### config.mk
export PLATFORM = sky130hd
export DESIGN_NAME = sha256_message_digest
export DESIGN_NICKNAME = d
export VERILOG_FILES = /design/src/design/sha256_pkg.sv /design/src/design/sha256_ctrl.sv /design/src/design/sha256_datapath.sv /design/src/design/sha256_message_digest.sv
export SDC_FILE = /design/constraint.sdc
export NUM_CORES = 2
export LEC_CHECK = 0
export ABC_AREA = 0
export CAP_MARGIN = 0
export CELL_PAD_IN_SITES_DETAIL_PLACEMENT = 1
export CELL_PAD_IN_SITES_GLOBAL_PLACEMENT = 1
export CORE_AREA = 2 2 491 493
export CTS_CLUSTER_DIAMETER = 120
export DETAILED_ROUTE_END_ITERATION = 6
export DIE_AREA = 0 0 493 495
export DONT_BUFFER_PORTS = 1
export PLACE_DENSITY = 0.6
export SYNTH_ARGS = -nofsm -noshare
export SYNTH_HDL_FRONTEND = slang
export SYNTH_SLANG_ARGS = --single-unit
### constraint.sdc
create_clock -name aclk -period 15.2 [get_ports aclk]
set_input_delay 1.52 -clock aclk [delete_from_list [all_inputs] [get_ports aclk]]
set_output_delay 1.52 -clock aclk [all_outputs]
set_load 0.05 [all_outputs]
### src/design/sha256_pkg.sv
// ----------------------------------------------------------------------------
// SHA-256 package
// Shared types, constants and the rotate function for the SHA-256 digest block.
// ----------------------------------------------------------------------------
package sha256_pkg;

    typedef enum logic [2:0] {
        ST_IDLE,
        ST_PAD,
        ST_LEN,
        ST_ROUND,
        ST_ADD,
        ST_OUT
    } state_t;

    typedef struct packed {
        logic       put_byte;
        logic [7:0] put_value;
        logic       add_bits;
        logic       load_vars;
        logic       do_round;
        logic       add_hash;
        logic       restart;
    } ctrl_cmd_t;

    typedef struct packed {
        logic [5:0] byte_pos;
        logic [5:0] round;
        logic [7:0] len_byte;
    } ctrl_status_t;

    localparam logic [31:0] INIT_HASH [8] = '{
        32'h6a09e667, 32'hbb67ae85, 32'h3c6ef372, 32'ha54ff53a,
        32'h510e527f, 32'h9b05688c, 32'h1f83d9ab, 32'h5be0cd19};

    localparam logic [31:0] ROUND_K [64] = '{
        32'h428a2f98, 32'h71374491, 32'hb5c0fbcf, 32'he9b5dba5,
        32'h3956c25b, 32'h59f111f1, 32'h923f82a4, 32'hab1c5ed5,
        32'hd807aa98, 32'h12835b01, 32'h243185be, 32'h550c7dc3,
        32'h72be5d74, 32'h80deb1fe, 32'h9bdc06a7, 32'hc19bf174,
        32'he49b69c1, 32'hefbe4786, 32'h0fc19dc6, 32'h240ca1cc,
        32'h2de92c6f, 32'h4a7484aa, 32'h5cb0a9dc, 32'h76f988da,
        32'h983e5152, 32'ha831c66d, 32'hb00327c8, 32'hbf597fc7,
        32'hc6e00bf3, 32'hd5a79147, 32'h06ca6351, 32'h14292967,
        32'h27b70a85, 32'h2e1b2138, 32'h4d2c6dfc, 32'h53380d13,
        32'h650a7354, 32'h766a0abb, 32'h81c2c92e, 32'h92722c85,
        32'ha2bfe8a1, 32'ha81a664b, 32'hc24b8b70, 32'hc76c51a3,
        32'hd192e819, 32'hd6990624, 32'hf40e3585, 32'h106aa070,
        32'h19a4c116, 32'h1e376c08, 32'h2748774c, 32'h34b0bcb5,
        32'h391c0cb3, 32'h4ed8aa4a, 32'h5b9cca4f, 32'h682e6ff3,
        32'h748f82ee, 32'h78a5636f, 32'h84c87814, 32'h8cc70208,
        32'h90befffa, 32'ha4506ceb, 32'hbef9a3f7, 32'hc67178f2};

    localparam logic [7:0] PAD_MARK = 8'h80;
    localparam logic [5:0] LEN_POS  = 6'd56;

    function automatic logic [31:0] rotr(input logic [31:0] x, input int n);
        rotr = (x >> n) | (x << (32 - n));
    endfunction

endpackage

### src/design/sha256_ctrl.sv
// ----------------------------------------------------------------------------
// SHA-256 controller
// Sequences byte absorption, padding, the length field, compression rounds
// and the digest output.
// ----------------------------------------------------------------------------
module sha256_ctrl (
    input  logic                      aclk,
    input  logic                      aresetn,
    input  logic                      in_fire,
    input  logic [7:0]                in_byte,
    input  logic                      in_valid_byte,
    input  logic                      in_end,
    output logic                      in_ready,
    input  logic                      out_fire,
    output logic                      out_valid,
    output logic [2:0]                out_index,
    input  sha256_pkg::ctrl_status_t  status,
    output sha256_pkg::ctrl_cmd_t     cmd
);
    import sha256_pkg::*;

    state_t     state_reg, state_next;
    state_t     ret_reg, ret_next;
    logic [2:0] idx_reg, idx_next;
    logic [2:0] lcnt_reg, lcnt_next;

    always_ff @(posedge aclk) begin
        if (!aresetn) begin
            state_reg <= ST_IDLE;
            ret_reg   <= ST_IDLE;
            idx_reg   <= '0;
            lcnt_reg  <= '0;
        end else begin
            state_reg <= state_next;
            ret_reg   <= ret_next;
            idx_reg   <= idx_next;
            lcnt_reg  <= lcnt_next;
        end
    end

    always_comb begin
        state_next = state_reg;
        ret_next   = ret_reg;
        idx_next   = idx_reg;
        lcnt_next  = lcnt_reg;
        cmd        = '0;
        in_ready   = 1'b0;
        out_valid  = 1'b0;
        unique case (state_reg)
            ST_IDLE: begin
                in_ready = 1'b1;
                if (in_fire) begin
                    cmd.put_byte  = in_valid_byte;
                    cmd.put_value = in_byte;
                    cmd.add_bits  = in_valid_byte;
                    ret_next      = in_end ? ST_PAD : ST_IDLE;
                    if (in_valid_byte && status.byte_pos == 6'd63) begin
                        cmd.load_vars = 1'b1;
                        state_next    = ST_ROUND;
                    end else begin
                        state_next = in_end ? ST_PAD : ST_IDLE;
                    end
                end
            end
            ST_PAD: begin
                cmd.put_byte  = 1'b1;
                cmd.put_value = (ret_reg == ST_PAD) ? PAD_MARK : 8'h00;
                lcnt_next     = '0;
                if (status.byte_pos == 6'd63) begin
                    cmd.load_vars = 1'b1;
                    ret_next      = ST_LEN;
                    state_next    = ST_ROUND;
                end else if (status.byte_pos == LEN_POS - 6'd1) begin
                    state_next = ST_LEN;
                end else begin
                    ret_next = ST_LEN;
                end
            end
            ST_LEN: begin
                cmd.put_byte  = 1'b1;
                cmd.put_value = status.len_byte;
                lcnt_next     = lcnt_reg + 3'd1;
                if (lcnt_reg == 3'd7) begin
                    cmd.load_vars = 1'b1;
                    ret_next      = ST_OUT;
                    state_next    = ST_ROUND;
                end
            end
            ST_ROUND: begin
                cmd.do_round = 1'b1;
                if (status.round == 6'd63) begin
                    state_next = ST_ADD;
                end
            end
            ST_ADD: begin
                cmd.add_hash = 1'b1;
                idx_next     = '0;
                unique case (ret_reg)
                    ST_PAD:  state_next = ST_PAD;
                    ST_OUT:  state_next = ST_OUT;
                    default: state_next = ST_IDLE;
                endcase
                if (ret_reg == ST_LEN) begin
                    state_next = ST_PAD;
                end
            end
            ST_OUT: begin
                out_valid = 1'b1;
                if (out_fire) begin
                    idx_next = idx_reg + 3'd1;
                    if (idx_reg == 3'd7) begin
                        cmd.restart = 1'b1;
                        state_next  = ST_IDLE;
                    end
                end
            end
            default: state_next = ST_IDLE;
        endcase
    end

    assign out_index = idx_reg;

    property p_out_only_in_out;
        @(posedge aclk) disable iff (!aresetn) out_valid |-> state_reg == ST_OUT;
    endproperty
    a_out_only_in_out: assert property (p_out_only_in_out) else $error("output outside ST_OUT");

    property p_round_enters_at_zero;
        @(posedge aclk) disable iff (!aresetn)
            (state_reg != ST_ROUND && state_next == ST_ROUND) |=> status.round == 6'd0;
    endproperty
    a_round_enters_at_zero: assert property (p_round_enters_at_zero)
        else $error("round counter not zero at block start");

    property p_no_accept_busy;
        @(posedge aclk) disable iff (!aresetn) in_ready |-> state_reg == ST_IDLE;
    endproperty
    a_no_accept_busy: assert property (p_no_accept_busy) else $error("accept while busy");

endmodule

### src/design/sha256_datapath.sv
// ----------------------------------------------------------------------------
// SHA-256 datapath
// Block buffer, rolling schedule, working variables, running hash and length.
// ----------------------------------------------------------------------------
module sha256_datapath (
    input  logic                      aclk,
    input  logic                      aresetn,
    input  sha256_pkg::ctrl_cmd_t     cmd,
    input  logic [2:0]                out_index,
    output sha256_pkg::ctrl_status_t  status,
    output logic [31:0]               digest_word
);
    import sha256_pkg::*;

    logic [31:0] hash_reg [8];
    logic [31:0] var_reg [8];
    logic [31:0] sched_reg [16];
    logic [63:0] bits_reg;
    logic [5:0]  pos_reg;
    logic [5:0]  round_reg;
    logic [63:0] len_reg;

    logic [31:0] w_cur, a15, a2, ws0, ws1, ws_new;
    logic [31:0] e_s1, ch, t1, a_s0, mj, t2;
    logic [3:0]  widx;
    logic [1:0]  bsel;

    assign widx = pos_reg[5:2];
    assign bsel = pos_reg[1:0];

    always_comb begin
        a15    = sched_reg[round_reg[3:0] + 4'd1];
        a2     = sched_reg[round_reg[3:0] + 4'd14];
        ws0    = rotr(a15, 7) ^ rotr(a15, 18) ^ (a15 >> 3);
        ws1    = rotr(a2, 17) ^ rotr(a2, 19) ^ (a2 >> 10);
        ws_new = sched_reg[round_reg[3:0]] + ws0 + sched_reg[round_reg[3:0] + 4'd9] + ws1;
        w_cur  = round_reg[5:4] == 2'd0 ? sched_reg[round_reg[3:0]] : ws_new;
        e_s1   = rotr(var_reg[4], 6) ^ rotr(var_reg[4], 11) ^ rotr(var_reg[4], 25);
        ch     = (var_reg[4] & var_reg[5]) ^ (~var_reg[4] & var_reg[6]);
        t1     = var_reg[7] + e_s1 + ch + ROUND_K[round_reg] + w_cur;
        a_s0   = rotr(var_reg[0], 2) ^ rotr(var_reg[0], 13) ^ rotr(var_reg[0], 22);
        mj     = (var_reg[0] & var_reg[1]) ^ (var_reg[0] & var_reg[2])
               ^ (var_reg[1] & var_reg[2]);
        t2     = a_s0 + mj;
    end

    always_ff @(posedge aclk) begin
        if (!aresetn) begin
            pos_reg   <= '0;
            round_reg <= '0;
            bits_reg  <= '0;
            for (int i = 0; i < 8; i++) begin
                hash_reg[i] <= INIT_HASH[i];
            end
        end else begin
            if (cmd.put_byte) begin
                pos_reg <= pos_reg + 6'd1;
            end
            if (cmd.add_bits) begin
                bits_reg <= bits_reg + 64'd8;
            end
            if (cmd.do_round) begin
                round_reg <= round_reg + 6'd1;
            end
            if (cmd.add_hash) begin
                for (int i = 0; i < 8; i++) begin
                    hash_reg[i] <= hash_reg[i] + var_reg[i];
                end
            end
            if (cmd.restart) begin
                bits_reg <= '0;
                pos_reg  <= '0;
                for (int i = 0; i < 8; i++) begin
                    hash_reg[i] <= INIT_HASH[i];
                end
            end
        end
    end

    always_ff @(posedge aclk) begin
        if (cmd.put_byte) begin
            unique case (bsel)
                2'd0: sched_reg[widx][31:24] <= cmd.put_value;
                2'd1: sched_reg[widx][23:16] <= cmd.put_value;
                2'd2: sched_reg[widx][15:8]  <= cmd.put_value;
                2'd3: sched_reg[widx][7:0]   <= cmd.put_value;
                default: ;
            endcase
        end
        if (cmd.do_round && round_reg[5:4] != 2'd0) begin
            sched_reg[round_reg[3:0]] <= ws_new;
        end
        if (cmd.put_byte && pos_reg == LEN_POS) begin
            len_reg <= {bits_reg[55:0], 8'h00};
        end else if (cmd.put_byte && pos_reg > LEN_POS) begin
            len_reg <= {len_reg[55:0], 8'h00};
        end
        if (cmd.load_vars) begin
            for (int i = 0; i < 8; i++) begin
                var_reg[i] <= hash_reg[i];
            end
        end else if (cmd.do_round) begin
            var_reg[7] <= var_reg[6];
            var_reg[6] <= var_reg[5];
            var_reg[5] <= var_reg[4];
            var_reg[4] <= var_reg[3] + t1;
            var_reg[3] <= var_reg[2];
            var_reg[2] <= var_reg[1];
            var_reg[1] <= var_reg[0];
            var_reg[0] <= t1 + t2;
        end
    end

    assign status.byte_pos = pos_reg;
    assign status.round    = round_reg;
    assign status.len_byte = (pos_reg == LEN_POS) ? bits_reg[63:56] : len_reg[63:56];
    assign digest_word     = hash_reg[out_index];

endmodule

### src/design/sha256_message_digest.sv
// ----------------------------------------------------------------------------
// SHA-256 message digest
// Byte-stream SHA-256 hasher with a controller and a shared round datapath.
// ----------------------------------------------------------------------------
// Data bytes are accepted while idle; the byte that completes a 64-byte block
// adds the 64 rounds, one per cycle, and the hash update.
// The final beat adds padding, 8 length bytes, one or two compressions, then
// eight digest words, one per cycle while m_tready is high.
// Reset is synchronous, active low; the hash returns to its initial value.
module sha256_message_digest (
    input  logic        aclk,
    input  logic        aresetn,
    input  logic        s_tvalid,
    output logic        s_tready,
    input  logic [7:0]  s_tdata,   // [7:0] data_byte
    input  logic        s_tuser,   // byte_valid
    input  logic        s_tlast,   // end_of_message
    output logic        m_tvalid,
    input  logic        m_tready,
    output logic [39:0] m_tdata,   // [31:0] digest_word, [34:32] word_index
    output logic        m_tlast    // last_word
);
    import sha256_pkg::*;

    ctrl_cmd_t    cmd;
    ctrl_status_t status;
    logic [2:0]   out_index;
    logic [31:0]  digest_word;

    sha256_ctrl u_ctrl (
        .aclk          (aclk),
        .aresetn       (aresetn),
        .in_fire       (s_tvalid && s_tready),
        .in_byte       (s_tdata),
        .in_valid_byte (s_tuser),
        .in_end        (s_tlast),
        .in_ready      (s_tready),
        .out_fire      (m_tvalid && m_tready),
        .out_valid     (m_tvalid),
        .out_index     (out_index),
        .status        (status),
        .cmd           (cmd)
    );

    sha256_datapath u_dp (
        .aclk        (aclk),
        .aresetn     (aresetn),
        .cmd         (cmd),
        .out_index   (out_index),
        .status      (status),
        .digest_word (digest_word)
    );

    assign m_tdata = {5'd0, out_index, digest_word};
    assign m_tlast = (out_index == 3'd7);

endmodule
==> insert_results.sql <==
INSERT INTO impl_metrics (metric_group, metric, value, unit) VALUES
('place', 'portBuffers', '0', ''),
('die', 'rows', '180', ''),
('die', 'design.core.area', '239000', 'um2'),
('outcome', 'violations', 'design-rule violations', ''),
('sta', 'final_worst_clock_skew', '64.0', 'ps'),
('clock_network', 'cts-buffers-inserted', '142', ''),
('synthesis', 'yosys.area_share.adder', '0.110', ''),
('synthesis', 'post_synth_xor_area_fraction', '0.0659', ''),
('clock_network', 'cts-resized-gates', '0', ''),
('synthesis', 'leading_cell_types_by_total_area_after_synthesis', 'edfxtp_1 34%, mux4_2 16%, ha_1 6.0%', ''),
('global_route', 'm3_gr_usage', '0.0330', ''),
('sta', 'max_freq', '72.5', 'MHz'),
('synthesis', 'postSynthAreaPerCell', '11.2', 'um2'),
('place', 'postPlaceCellArea', '87000', 'um2'),
('synthesis', 'synthesis.instances', '7438', ''),
('sta', 'fin_crit', '13790', 'ps'),
('cells_and_area', 'area_growth_syn_to_layout', '10.5', '%'),
('sta', 'worst_pin_slew', '1300', 'ps'),
('power', 'power.switching_fraction', '0.432', ''),
('global_route', 'initial_antenna_violation_count', '8', ''),
('setup_path', 'crit_type', 'flop to flop', ''),
('power', 'power.share.combinational', '0.541', ''),
('sta', 'timing.final.ws_setup', '1410', 'ps'),
('clock_network', 'clk_lat_worst_skew', '840', 'ps'),
('synthesis', 'synth.area.mux_share', '0.174', ''),
('setup_path', 'end_kind', 'flop', ''),
('clock_network', 'cts_buffer_depth', '3', ''),
('cells_and_area', 'antennaDiodeCount', '0', ''),
('clock_network', 'clkSlewWorstSetupHoldPaths', '60', 'ps'),
('power', 'irDropWorstVdd', '0.231', 'mV'),
('clock_network', 'hold_buffers', '0', ''),
('power', 'net-switching-power', '6.89', 'mW'),
('sta', 'hold_ws', '496', 'ps'),
('synthesis', 'synth-seq-cells', '1169', ''),
('clock_network', 'htree_num_levels', '4', ''),
('synthesis', 'synth_compound_area_frac', '0.110', ''),
('clock_network', 'setup_fix_buffers_added_after_clock_tree_synthesis', '0', ''),
('power', 'share_seq_of_total_power', '0.236', ''),
('cells_and_area', 'num-nets-final', '7951', ''),
('setup_path', 'path_depth', '43', ''),
('sta', 'maxSlewViolCount', '0', ''),
('place', 'finalWeightedCongestion', '0.951', ''),
('power', 'leakagePower', '33.3', 'nW'),
('detailed_routing', 'number_of_remaining_drc_errors', '4', ''),
('synthesis', 'synth_area', '83000', 'um2'),
('clock_network', 'cts_tree', 'built', ''),
('sta', 'timing.final.hold_violations', '0', ''),
('synthesis', 'ys_seq_area_frac', '0.396', ''),
('clock_network', 'clock_sinks', '1169', ''),
('outcome', 'status', 'finished with violations', ''),
('synthesis', 'async_flop_share', '0', ''),
('global_route', 'grt_start_max_net_pins', '176', ''),
('power', 'power.total', '16.0', 'mW'),
('detailed_routing', 'drt.antenna.violating_nets', '0', ''),
('die', 'die_w', '493', 'um'),
('setup_path', 'critical_path.max_stage_delay', '1090', 'ps'),
('cells_and_area', 'final_design_area_no_fill', '91800', 'um2'),
('die', 'io_pins', '57', ''),
('setup_path', 'worstRegToRegCells', '43', ''),
('clock_network', 'cts.root.buffer_cell', 'clkbuf_16', ''),
('detailed_routing', 'initialDrtViolationCount', '5518', ''),
('synthesis', 'synthDominantCellAreaShare', '0.343', ''),
('global_route', 'grtUsageMet1', '0.335', ''),
('detailed_routing', 'totalWireLength', '311000', 'um'),
('synthesis', 'cell_accounting_for_the_most_synthesized_area', 'edfxtp_1', ''),
('setup_path', 'worst_setup_path_start_kind', 'flop', ''),
('global_route', 'first_global_vias', '64000', ''),
('setup_path', 'critical_path.n_buffers_inverters', '4', ''),
('global_route', 'top_usage_layer', 'met2', ''),
('detailed_routing', 'first_pass_iters', '7', ''),
('synthesis', 'synth_edf_count', '949', '');
## kinds of logic after synthesis
family | after synthesis
DFF | 1169
muxes | 711
buffers and inverters | 800
other | 1
and+or+nand+nor | 2045
AOI/OAI and AO/OA | 1477
xor gates and xnor gates | 621
adders and majority gates | 614
## final timing paths
check,from,end,slack [ps]
worst max-delay path,u_dp.round_reg[1],u_dp.var_reg[0][31],1410
worst min register to register,u_dp.bits_reg[52],u_dp.bits_reg[52],500
worst max register to register,u_dp.round_reg[1],u_dp.var_reg[0][31],1410
worst min-delay path,u_dp.bits_reg[52],u_dp.bits_reg[52],500
## tightest hold or removal path, stage by stage, from the launching register on
cell and delay (ps):
dfxtp_1 320, o21ai_0 70, a21oi_1 60
## power by group through the flow
stage | Sequential, mW | Clock (mW) | Combinational (mW)
6_report | 3.77 | 3.56 | 8.63
3_3_place_gp | 3.83 | 0 | 8.40
5_1_grt | 3.77 | 3.73 | 9.48
3_5_place_dp | 3.83 | 0 | 8.54
2_1_floorplan | 3.79 | 0 | 6.06
4_1_cts | 3.77 | 3.62 | 8.60
## area by class of cell
class	count	area [um2]
Clock buffer	179	3820
Fill cell	25900	147000
Multi-Input combinational cell	5473	47200
Tap cell	3185	3990
Clock inverter	86	977
Timing Repair Buffer	175	1420
Inverter	381	1430
Sequential cell	1169	32900
## cells in the final DEF (no fill, tap or decap), drive strengths merged, types with 18 or more instances in the layout
| master | n |
|---|---|
| nor2 | 461 |
| nand4 | 32 |
| clkinv | 59 |
| edfxtp | 949 |
| dfxtp | 220 |
| a21oi | 436 |
| a21boi | 19 |
| nand2 | 1064 |
| fa | 195 |
| a21o | 193 |
| o21ai | 410 |
| nand3 | 101 |
| mux2i | 55 |
| o31ai | 28 |
| nor2b | 54 |
| a211oi | 40 |
| xnor2 | 337 |
| o21a | 47 |
| o211ai | 47 |
| a31oi | 47 |
| or3 | 45 |
| ha | 400 |
| or2 | 31 |
| a311oi | 18 |
| o21bai | 51 |
| xor2 | 284 |
| mux2 | 80 |
| buf | 175 |
| nand2b | 49 |
| and3 | 54 |
| mux4 | 576 |
| maj3 | 19 |
| and2 | 26 |
| inv | 391 |
| nor3 | 79 |
| clkbuf | 179 |
## layer usage
| layer | share of wire | wire, um |
|---|---|---|
| met5 | 0.00010 | 31 |
| met4 | 0.047 | 14700 |
| met3 | 0.053 | 16500 |
| met2 | 0.47 | 147000 |
| met1 | 0.43 | 132000 |
## per-stage QoR
stage / utilization / cells
floorplan: - / 7442
global route: 0.384 / 10600
detailed placement: 0.364 / 10400
CTS: 0.384 / 10600
global placement: 0.364 / 10400
finish: 0.384 / 10600
(Power assumes the default switching activity.)
